## src/hw/rtl/mer_pkg.sv

```systemverilog
// Shared widths, sequencer states and flag types for the midpoint ellipse rasterizer.
package mer_pkg;

	localparam int COORD_BITS  = 12;
	localparam int RADIUS_BITS = 11;
	localparam int OUT_W       = 14;
	localparam int DEC_W       = 48;
	localparam int SQ_W        = 2 * RADIUS_BITS;
	localparam int PROD_W      = 2 * SQ_W;

	localparam logic [RADIUS_BITS-1:0] X_MAX = {RADIUS_BITS{1'b1}};

	typedef enum logic [20:0] {
		ST_IDLE = 21'b000000000000000000001,
		ST_SQX  = 21'b000000000000000000010,
		ST_SQY  = 21'b000000000000000000100,
		ST_RXY  = 21'b000000000000000001000,
		ST_INIT = 21'b000000000000000010000,
		ST_CMPA = 21'b000000000000000100000,
		ST_CMPB = 21'b000000000000001000000,
		ST_CMP  = 21'b000000000000010000000,
		ST_E1   = 21'b000000000000100000000,
		ST_E2   = 21'b000000000001000000000,
		ST_E3   = 21'b000000000010000000000,
		ST_E4   = 21'b000000000100000000000,
		ST_E5   = 21'b000000001000000000000,
		ST_E6   = 21'b000000010000000000000,
		ST_E7   = 21'b000000100000000000000,
		ST_BR2  = 21'b000001000000000000000,
		ST_UPDX = 21'b000010000000000000000,
		ST_UPDY = 21'b000100000000000000000,
		ST_UPDZ = 21'b001000000000000000000,
		ST_EMIT = 21'b010000000000000000000,
		ST_SPARE = 21'b100000000000000000000
	} mer_state_t;

	localparam logic MODE_START = 1'b0;
	localparam logic MODE_STEP  = 1'b1;

	// Which terms the decision update after a branch takes.
	typedef struct packed {
		logic add_x;
		logic sub_y;
	} mer_upd_t;

endpackage

```

## src/hw/rtl/midpoint_ellipse_rasterizer_top.sv

```systemverilog
// Midpoint ellipse rasterizer: sequencer around one shared multiplier.
// From accepted beat to result: start runs SQX, SQY, RXY, INIT, EMIT; inactive
// step goes to EMIT; region-one step CMPA, CMPB, CMP, UPDX, UPDY, UPDZ, EMIT;
// region two BR2 then UPDX to EMIT; entering it, CMPA to CMP, E1 to E7, BR2 on.
// One item at a time; the next beat can come in the cycle after the result loads.
// arst_n clears the sequencer, the walk state and the output valid at once.
module midpoint_ellipse_rasterizer_top import mer_pkg::*; (
	input  logic                          clk,
	input  logic                          arst_n,
	input  logic                          in_valid,
	output logic                          in_stall,
	input  logic                          mode,
	input  logic [COORD_BITS-1:0]         center_x,
	input  logic [COORD_BITS-1:0]         center_y,
	input  logic [RADIUS_BITS-1:0]        radius_x,
	input  logic [RADIUS_BITS-1:0]        radius_y,
	output logic                          out_valid,
	input  logic                          out_stall,
	output logic                          valid_res,
	output logic signed [OUT_W-1:0]       x_plus,
	output logic signed [OUT_W-1:0]       x_minus,
	output logic signed [OUT_W-1:0]       y_plus,
	output logic signed [OUT_W-1:0]       y_minus,
	output logic                          last
);

	mer_state_t state_q;

	// Walk state.
	logic [RADIUS_BITS-1:0]   x_q, y_q;
	logic signed [DEC_W-1:0]  dec_q;
	logic                     reg2_q;
	logic                     active_q;
	logic                     nul_q;
	mer_upd_t                 upd_q;

	// Held item and derived squares.
	logic [COORD_BITS-1:0]    cx_q, cy_q;
	logic [RADIUS_BITS-1:0]   rx_q, ry_q;
	logic [SQ_W-1:0]          rx2_q, ry2_q;

	// Shared multiplier: operands picked by state, product registered.
	logic [SQ_W-1:0]          mul_a, mul_b;
	logic [PROD_W-1:0]        p_q;
	logic [PROD_W-1:0]        t_q;
	logic signed [DEC_W-1:0]  p_dec;
	logic [SQ_W-1:0]          base;
	logic [RADIUS_BITS-1:0]   x_inc;
	logic [RADIUS_BITS-1:0]   y_m1;
	logic signed [DEC_W-1:0]  ent_sum;

	// Output register.
	logic                     out_valid_q;
	logic                     res_valid_q;
	logic [OUT_W-1:0]         xp_q, xm_q, yp_q, ym_q;
	logic                     last_q;

	logic in_acc;
	logic out_free;

	assign in_stall = (state_q != ST_IDLE);
	assign in_acc   = in_valid && !in_stall;
	assign out_free = !out_valid_q || !out_stall;

	assign x_inc   = (x_q == X_MAX) ? x_q : x_q + 1'b1;   // saturate at the top
	assign y_m1    = y_q - 1'b1;
	assign p_dec   = DEC_W'(p_q);
	assign base    = reg2_q ? rx2_q : ry2_q;
	assign ent_sum = dec_q - p_dec;

	always_comb begin
		mul_a = '0;
		mul_b = '0;
		case (state_q)
			ST_SQX: begin
				mul_a = SQ_W'(rx_q);
				mul_b = SQ_W'(rx_q);
			end
			ST_SQY: begin
				mul_a = SQ_W'(ry_q);
				mul_b = SQ_W'(ry_q);
			end
			ST_RXY: begin
				mul_a = rx2_q;
				mul_b = SQ_W'(ry_q);
			end
			ST_CMPA, ST_UPDX: begin
				mul_a = ry2_q;
				mul_b = SQ_W'(x_q);
			end
			ST_CMPB, ST_UPDY: begin
				mul_a = rx2_q;
				mul_b = SQ_W'(y_q);
			end
			ST_E1: begin
				mul_a = SQ_W'(x_q);
				mul_b = SQ_W'(x_q);
			end
			ST_E2: begin
				mul_a = SQ_W'(y_m1);
				mul_b = SQ_W'(y_m1);
			end
			ST_E3: begin
				mul_a = ry2_q;
				mul_b = t_q[SQ_W-1:0];
			end
			ST_E4: begin
				mul_a = rx2_q;
				mul_b = t_q[SQ_W-1:0];
			end
			ST_E5: begin
				mul_a = rx2_q;
				mul_b = ry2_q;
			end
			default: begin
				mul_a = '0;
				mul_b = '0;
			end
		endcase
	end

	always_ff @(posedge clk) begin
		p_q <= mul_a * mul_b;
	end

	always_ff @(posedge clk or negedge arst_n) begin
		if (!arst_n) begin
			state_q     <= ST_IDLE;
			x_q         <= '0;
			y_q         <= '0;
			dec_q       <= '0;
			reg2_q      <= 1'b0;
			active_q    <= 1'b0;
			nul_q       <= 1'b0;
			upd_q       <= '0;
			cx_q        <= '0;
			cy_q        <= '0;
			rx_q        <= '0;
			ry_q        <= '0;
			rx2_q       <= '0;
			ry2_q       <= '0;
			t_q         <= '0;
			out_valid_q <= 1'b0;
		end else begin
			// Load the output beat from EMIT; otherwise drop it once taken.
			if ((state_q == ST_EMIT) && out_free)
				out_valid_q <= 1'b1;
			else if (!out_stall)
				out_valid_q <= 1'b0;

			case (state_q)
				ST_IDLE: begin
					if (in_acc) begin
						if (mode == MODE_START) begin
							// Load a new ellipse; any running walk is dropped.
							cx_q    <= center_x;
							cy_q    <= center_y;
							rx_q    <= radius_x;
							ry_q    <= radius_y;
							x_q     <= '0;
							y_q     <= radius_y;
							reg2_q  <= 1'b0;
							nul_q   <= 1'b0;
							state_q <= ST_SQX;
						end else if (!active_q) begin
							nul_q   <= 1'b1;
							state_q <= ST_EMIT;
						end else begin
							nul_q   <= 1'b0;
							state_q <= reg2_q ? ST_BR2 : ST_CMPA;
						end
					end
				end
				ST_SQX: state_q <= ST_SQY;
				ST_SQY: begin
					rx2_q   <= p_q[SQ_W-1:0];
					state_q <= ST_RXY;
				end
				ST_RXY: begin
					ry2_q   <= p_q[SQ_W-1:0];
					state_q <= ST_INIT;
				end
				ST_INIT: begin
					// ry^2 - rx^2*ry + floor(rx^2/4)
					dec_q   <= DEC_W'(ry2_q) + DEC_W'(rx2_q >> 2) - p_dec;
					state_q <= ST_EMIT;
				end
				ST_CMPA: state_q <= ST_CMPB;
				ST_CMPB: begin
					t_q     <= p_q;
					state_q <= ST_CMP;
				end
				ST_CMP: begin
					// Region one holds while ry^2*x <= rx^2*y.
					if (t_q <= p_q) begin
						x_q         <= x_inc;
						upd_q.add_x <= 1'b1;
						upd_q.sub_y <= !dec_q[DEC_W-1];
						if (!dec_q[DEC_W-1])
							y_q <= y_m1;
						state_q <= ST_UPDX;
					end else begin
						reg2_q  <= 1'b1;
						state_q <= ST_E1;
					end
				end
				ST_E1: state_q <= ST_E2;
				ST_E2: begin
					t_q     <= PROD_W'(p_q[SQ_W-1:0]) + PROD_W'(x_q);
					state_q <= ST_E3;
				end
				ST_E3: begin
					t_q     <= p_q;
					state_q <= ST_E4;
				end
				ST_E4: begin
					dec_q   <= p_dec + DEC_W'(ry2_q >> 2);
					state_q <= ST_E5;
				end
				ST_E5: begin
					dec_q   <= dec_q + p_dec;
					state_q <= ST_E6;
				end
				ST_E6: begin
					dec_q   <= ent_sum;
					state_q <= ST_E7;
				end
				ST_E7: begin
					// Truncate the half-step term toward zero.
					if (dec_q[DEC_W-1] && (ry2_q[1:0] != 2'b00))
						dec_q <= dec_q + DEC_W'(1);
					state_q <= ST_BR2;
				end
				ST_BR2: begin
					y_q         <= y_m1;
					upd_q.sub_y <= 1'b1;
					if (dec_q[DEC_W-1] || (dec_q == '0)) begin
						x_q         <= x_inc;
						upd_q.add_x <= 1'b1;
					end else begin
						upd_q.add_x <= 1'b0;
					end
					state_q <= ST_UPDX;
				end
				ST_UPDX: begin
					dec_q   <= dec_q + DEC_W'(base);
					state_q <= ST_UPDY;
				end
				ST_UPDY: begin
					if (upd_q.add_x)
						dec_q <= dec_q + (p_dec <<< 1);
					state_q <= ST_UPDZ;
				end
				ST_UPDZ: begin
					if (upd_q.sub_y)
						dec_q <= dec_q - (p_dec <<< 1);
					state_q <= ST_EMIT;
				end
				ST_EMIT: begin
					// Hold until the output register is free; the beat loads above.
					if (out_free) begin
						if (!nul_q)
							active_q <= (y_q != '0);
						state_q <= ST_IDLE;
					end
				end
				default: state_q <= ST_IDLE;
			endcase
		end
	end

	// Output payload; no reset needed, qualified by out_valid_q.
	always_ff @(posedge clk) begin
		if ((state_q == ST_EMIT) && out_free) begin
			if (nul_q) begin
				res_valid_q <= 1'b0;
				xp_q        <= '0;
				xm_q        <= '0;
				yp_q        <= '0;
				ym_q        <= '0;
				last_q      <= 1'b0;
			end else begin
				res_valid_q <= 1'b1;
				xp_q        <= OUT_W'(cx_q) + OUT_W'(x_q);
				xm_q        <= OUT_W'(cx_q) - OUT_W'(x_q);
				yp_q        <= OUT_W'(cy_q) + OUT_W'(y_q);
				ym_q        <= OUT_W'(cy_q) - OUT_W'(y_q);
				last_q      <= (y_q == '0);
			end
		end
	end

	assign out_valid = out_valid_q;
	assign valid_res = res_valid_q;
	assign x_plus    = xp_q;
	assign x_minus   = xm_q;
	assign y_plus    = yp_q;
	assign y_minus   = ym_q;
	assign last      = last_q;

	// A run never walks past its vertical radius.
	a_y_bounded: assert property (@(posedge clk) disable iff (!arst_n)
		y_q <= ry_q)
		else $error("vertical offset above held radius");

	// A closing beat on the output means the run is over.
	a_last_ends_run: assert property (@(posedge clk) disable iff (!arst_n)
		(out_valid_q && res_valid_q && last_q) |-> !active_q)
		else $error("run still active after last beat");

	// Region two is left only by accepting a start beat.
	a_reg2_exit: assert property (@(posedge clk) disable iff (!arst_n)
		$fell(reg2_q) |-> $past(in_acc && (mode == MODE_START)))
		else $error("region two left without a start");

endmodule

```

## config.mk

```make
export PLATFORM = sky130hd
export DESIGN_NAME = midpoint_ellipse_rasterizer_top
export DESIGN_NICKNAME = d
export VERILOG_FILES = /design/src/hw/rtl/mer_pkg.sv /design/src/hw/rtl/midpoint_ellipse_rasterizer_top.sv
export SDC_FILE = /design/constraint.sdc
export NUM_CORES = 2
export LEC_CHECK = 0
export BUFFER_PORTS_ARGS = -buffer_cell sky130_fd_sc_hd__buf_2
export CAP_MARGIN = 15
export CORE_ASPECT_RATIO = 1.25
export CORE_MARGIN = 4
export CORE_UTILIZATION = 35
export DETAILED_ROUTE_END_ITERATION = 8
export RECOVER_POWER = 50
export SYNTH_ARGS = -nofsm -noshare
export SYNTH_HDL_FRONTEND = slang
export SYNTH_SLANG_ARGS = --single-unit
export TNS_END_PERCENT = 10
```

## constraint.sdc

```tcl
create_clock -name clk -period 9.9 [get_ports clk]
set_input_delay 0.99 -clock clk [delete_from_list [all_inputs] [get_ports clk]]
set_output_delay 0.99 -clock clk [all_outputs]
set_load 0.01 [all_outputs]
```

Word-level counts from Yosys, hierarchy flattened. Cells that the tools add are included.

Flip-flop bits (word level): 333. Logic and storage cells: 150.

$add $sub $neg: 16. Multiply operators: 1. Order comparisons: 1. Eq/ne operators: 33. Mux-type cells: 38. Bitwise operators: 2. Reduce and logical (&&, ||, !) cells: 35.

Operators with widths (count): 21-bit one-hot mux with 19 select lines (1); 48-bit one-hot mux with 8 select lines (1); 22-bit one-hot mux with 7 select lines (1); 48-bit 2-to-1 mux (3); 22-bit one-hot mux with 6 select lines (1); 11-bit 2-to-1 mux (9); 44-bit one-hot mux with 2 select lines (1); 11-bit one-hot mux with 3 select lines (2); 48-bit by 2-bit adder with 48-bit output, second input constant (1); 48-bit by 22-bit adder with 48-bit output (1); 48-bit by 45-bit adder with 48-bit output (1); 48-bit by 46-bit adder with 48-bit output (1); 48-bit logical NOT (1); 48-bit by 45-bit subtractor with 48-bit output (1); 48-bit by 46-bit subtractor with 48-bit output (1); 44-bit by 20-bit adder with 45-bit output (1); 23-bit by 44-bit subtractor with 45-bit output (1); 44-bit less-or-equal comparator (1); 22-bit by 22-bit multiplier with 44-bit output (1); 21-bit 2-to-1 mux (2); 20-bit 2-to-1 mux (2); 12-bit by 11-bit adder with 13-bit output (2); 12-bit by 11-bit subtractor with 13-bit output (2); 22-bit by 11-bit adder with 23-bit output (1); 50 further kinds (87).

Longest topological paths before layout.
Word-level depth: 5. Depth in mapped cells: 41. Gate-level depth less buffers: 37.

Worst setup path after synthesis. OpenSTA, ideal clock, no wires.

Kind: register to register. From: register state_q[8]. To: register p_q[42]. Setup time: 0.072 ns. Arrival time: 9.021 ns. Data required time: 9.828 ns. Setup slack: 0.806 ns. Stages on the path, launching flop included: 34. Buffers on the path: 6. Cells stage by stage: dfrtp_1 or4_1 buf_2 or2_1 nor4_2 nand2b_1 or3b_1 buf_2 nand2_2 buf_6 or3_1 buf_6 buf_6 a221o_2 buf_4 nand2_1 fa_1 inv_1 fa_1 fa_1 fa_1 fa_1 fa_1 fa_1 ha_1 a21o_1 a21o_1 a21o_1 a221o_1 or3b_2 o2111ai_1 nand2_1 a221oi_1 xnor2_1.

Word-level cells in the longest chain between the ends: 4. Elaborated cells between the ends (all ways): 21. Classes of those cells: mul (1); eq/ne (12); mux (2); reduce/logical (6).

Ends and longest elaborated chain: start: declaration (RTL line midpoint_ellipse_rasterizer_top.sv:27) `mer_state_t state_q;`; start signal: assignment (RTL line midpoint_ellipse_rasterizer_top.sv:170) `state_q <= reg2_q ? ST_BR2 : ST_CMPA;`; 21-bit by 18-bit == test with 1-bit output, or another cell as far along (RTL line midpoint_ellipse_rasterizer_top.sv:74) `case (state_q)`; 5-bit OR reduction (no line), or another cell as far along; 22-bit one-hot mux with 6 select lines or 22-bit one-hot mux with 7 select lines (tied branches) (RTL line midpoint_ellipse_rasterizer_top.sv:74); 22-bit by 22-bit multiplier with 44-bit output * (RTL line midpoint_ellipse_rasterizer_top.sv:123) `p_q <= mul_a * mul_b;`; end signal: assignment (RTL line midpoint_ellipse_rasterizer_top.sv:123); end: declaration (RTL line midpoint_ellipse_rasterizer_top.sv:44) `logic [PROD_W-1:0] p_q;`.

Mark *: on every way between the ends. The rest lies on a longest branch, timed or not. A chain may end at the register's enable or synchronous reset.

Final worst setup path.
From: register state_q[11]. To: register p_q[42].

Same word-level chain as after synthesis.

==> impl_metrics.json <==
{
  "status": "finished with violations",
  "violations": "capacitance limit, slew limit",
  "crit_family": "adder cells",
  "synth_edf_count": 52,
  "cts-root-buf": "clkbuf_16",
  "crit_cells": 29,
  "wl_um": 198000,
  "clkSinkCount": 326,
  "p_per_area_nw_per_um2": 194,
  "worstPathRequired_ns": 10.43,
  "final-max-slew-violation-count": 330,
  "clockBufferDepth": 3,
  "drcViolationCount": 0,
  "ant_nets": 0,
  "fin_crit_sh_pct": 97.2,
  "synthTopCellsByArea": "fa_1 (18%), dfrtp_1 (12%), ha_1 (11%)",
  "route.met2.wl_um": 91700,
  "grt_pass1_vias": 43800,
  "wl_met3_um": 15700,
  "fin_tns_setup_ns": 0,
  "maxCapViolCount": 5,
  "rr_worst_depth": 29,
  "routabilityCongestion": 1.03,
  "worst-path-buf-inv": 4,
  "syn-instance-count": 5741,
  "num-fill-cells": 13700,
  "mostFrequentLayoutCell": "nand2_1",
  "overflow": 0,
  "io_pins": 111,
  "dr.pass1.iters": 6,
  "grt_usage_pct": 27.8,
  "fin_util_pct": 39.1,
  "dp_hpwl_um": 160000,
  "cp_data_arrival_time_ns": 10.15,
  "via_per_inst": 5.79,
  "hold_viol": 0,
  "drt-wirelength-per-cell_um": 26.1,
  "crit_fanout": 22,
  "synth_top_area_share_pct": 18.4,
  "path_common_cell": "fa_1",
  "critPathLaunchType": "register",
  "portBuffers": 108,
  "placed_cells": 7508,
  "die-height_um": 415,
  "core_um2": 131000,
  "synthFlopType": "dfrtp_1",
  "skew_ns": 0.0534,
  "worstSetupPathType": "register to register",
  "highest_layer": "met5",
  "startpoint": "state_q[11]",
  "r2r-start": "state_q[11]",
  "dr_total_vias": 44000,
  "yosys.area.top_type": "fa_1",
  "ys_types": 111,
  "r2r_end": "p_q[42]",
  "ys_seq_area_share_pct": 17.7,
  "grt_setup_unrepaired": "yes",
  "synth_area_um2": 46300,
  "slowest_stage": "or4_1",
  "fmax_mhz": 104,
  "die-area_um2": 138000,
  "start_util_pct": 35.4,
  "hold_path_class": "register to register",
  "crit_end": "p_q[42]",
  "antenna_found_initial": 13,
  "setup_viol": 0,
  "fp-row-count": 148,
  "maxSlewHeadroom_pct": -328,
  "fin_cells": 7596,
  "clk_pin_slew_worst_paths_ns": 0.07,
  "ys_seq_elements": 326,
  "yosys_warnings": 0,
  "multi_input_area_um2": 34400,
  "period_needed_ns": 9.62,
  "grt_pass1_wl_um": 290000,
  "numCtsBuffers": 41,
  "grt_max_degree": 95,
  "finalNetCount": 6728,
  "crit_path_end_kind": "register",
  "final_cell_mix": "nand2_1 (813), inv_1 (697), nor2_1 (481)",
  "cts_tree": "yes",
  "regArea_um2": 8200,
  "die_w_um": 333,
  "detail_route.iter0.violations": 4290,
  "p_total_mw": 9.88,
  "cellLeakagePower_nw": 24.1,
  "syn_avg_cell_area_um2": 8.06,
  "synthArstFlopShare_pct": 70.6,
  "area_growth_pct": 10.3,
  "cpPeakStageDelay_ns": 0.63,
  "holdWs_ns": 0.476,
  "tightest_slew_ns": 6.43,
  "clock_latency_ns": 0.64,
  "peakVddDrop_uv": 174,
  "h-tree-depth": 2,
  "drive_gt1_share_pct": 8.05,
  "rrSetupSlack_ns": 0.28,
  "wl_met1_um": 77000
}
-- worst min-delay path by stage --
stage             start        to  slack [ns]  depth (start not counted)
2_1_floorplan   rx_q[0]   rx_q[0]        0.44                          2
3_3_place_gp    rx_q[2]   rx_q[2]        0.46                          2
3_5_place_dp    rx_q[0]   rx_q[0]        0.46                          2
4_1_cts          arst_n  dec_q[8]        0.47                          1
5_1_grt         rx_q[1]   rx_q[1]        0.51                          2
6_report       rx_q[10]  rx_q[10]        0.48                          2
-- synth_stat cells (44+ instances only) --
master,n
ha_1,422
fa_1,426
nand2_1,813
clkbuf_1,197
xnor2_1,220
edfxtp_1,52
dfrtp_1,229
nor2_1,486
o21ai_0,354
nand4_1,74
a21oi_1,353
dfxtp_1,44
inv_1,697
o21bai_1,46
nor3_1,91
nand3_1,113
xor2_1,74
or3_1,58
a21o_1,125
-- power by group --
group	total (mW)	internal [mW]	leakage [nW]	switching (mW)
Clock	1.66	0.917	0.697	0.744
Combinational	6.23	2.29	19.5	3.93
Sequential	2.00	1.65	3.91	0.350
Total	9.88	4.86	24.1	5.03
-- worst register-to-register path: cells and delay by family (launching register included) --
kind                     cells  cell delay [ns]
adder cells (fa/ha/maj)      8             3.93
buffers and inverters        4             0.39
XOR/XNOR                     1             0.15
flip-flops                   1             0.42
AO/OA/AOI/OAI                6             1.85
AND/OR/NAND/NOR             10             2.76
-- state kept, by name (all words and copies together), names as in the netlist, 13 cells and up --
register  count
dec_q        48
p_q          44
t_q          44
rx2_q        22
ry2_q        22
state_q      20
x_plus       13
y_minus      13
-- cell families after synthesis --
kind of cell | after synthesis | share of synthesized area (%)
XOR/XNOR | 294 | 5.56
AO/OA/AOI/OAI | 1359 | 19.3
adder cells (fa/ha/maj) | 848 | 29.8
flip-flops | 326 | 17.7
other | 1 | 0.00810
multiplexers | 16 | 0.365
buffers and inverters | 983 | 8.41
AND/OR/NAND/NOR | 1914 | 18.8
-- per-layer routing --
layer  up-vias  GRT usage [%]
li1      19700              -
met1     21700           34.4
met2      1996           46.0
met3       578           5.00
met4         2           15.1
met5         -              0
-- final cells by class --
type	instances	area share, %
clock inverter	30	0.691
clock buffer	46	2.13
tap	1725	4.23
multi-input combinational	4433	67.4
inverter	705	5.18
sequential	326	16.1
antenna	9	0.0441
timing repair buffer	322	4.26
-- metrics by stage --
stage / worst slack (ns) / cell area, µm²
3_5_place_dp: 0.158 / 49500
2_1_floorplan: 0.806 / 46300
3_3_place_gp: 0.195 / 49500
6_report: 0.277 / 51100
5_1_grt: -0.0106 / 51100
4_1_cts: 0.0846 / 51000
-- timing repair --
item | in CTS | in global routing
hold buffers | 0 | 0
gates resized for setup | 0 | 41
setup buffers | 0 | 1
setup endpoints to repair | 0 | 21
hold endpoints to repair | 0 | 0
Note: power is estimated with default switching activity, not from simulation.
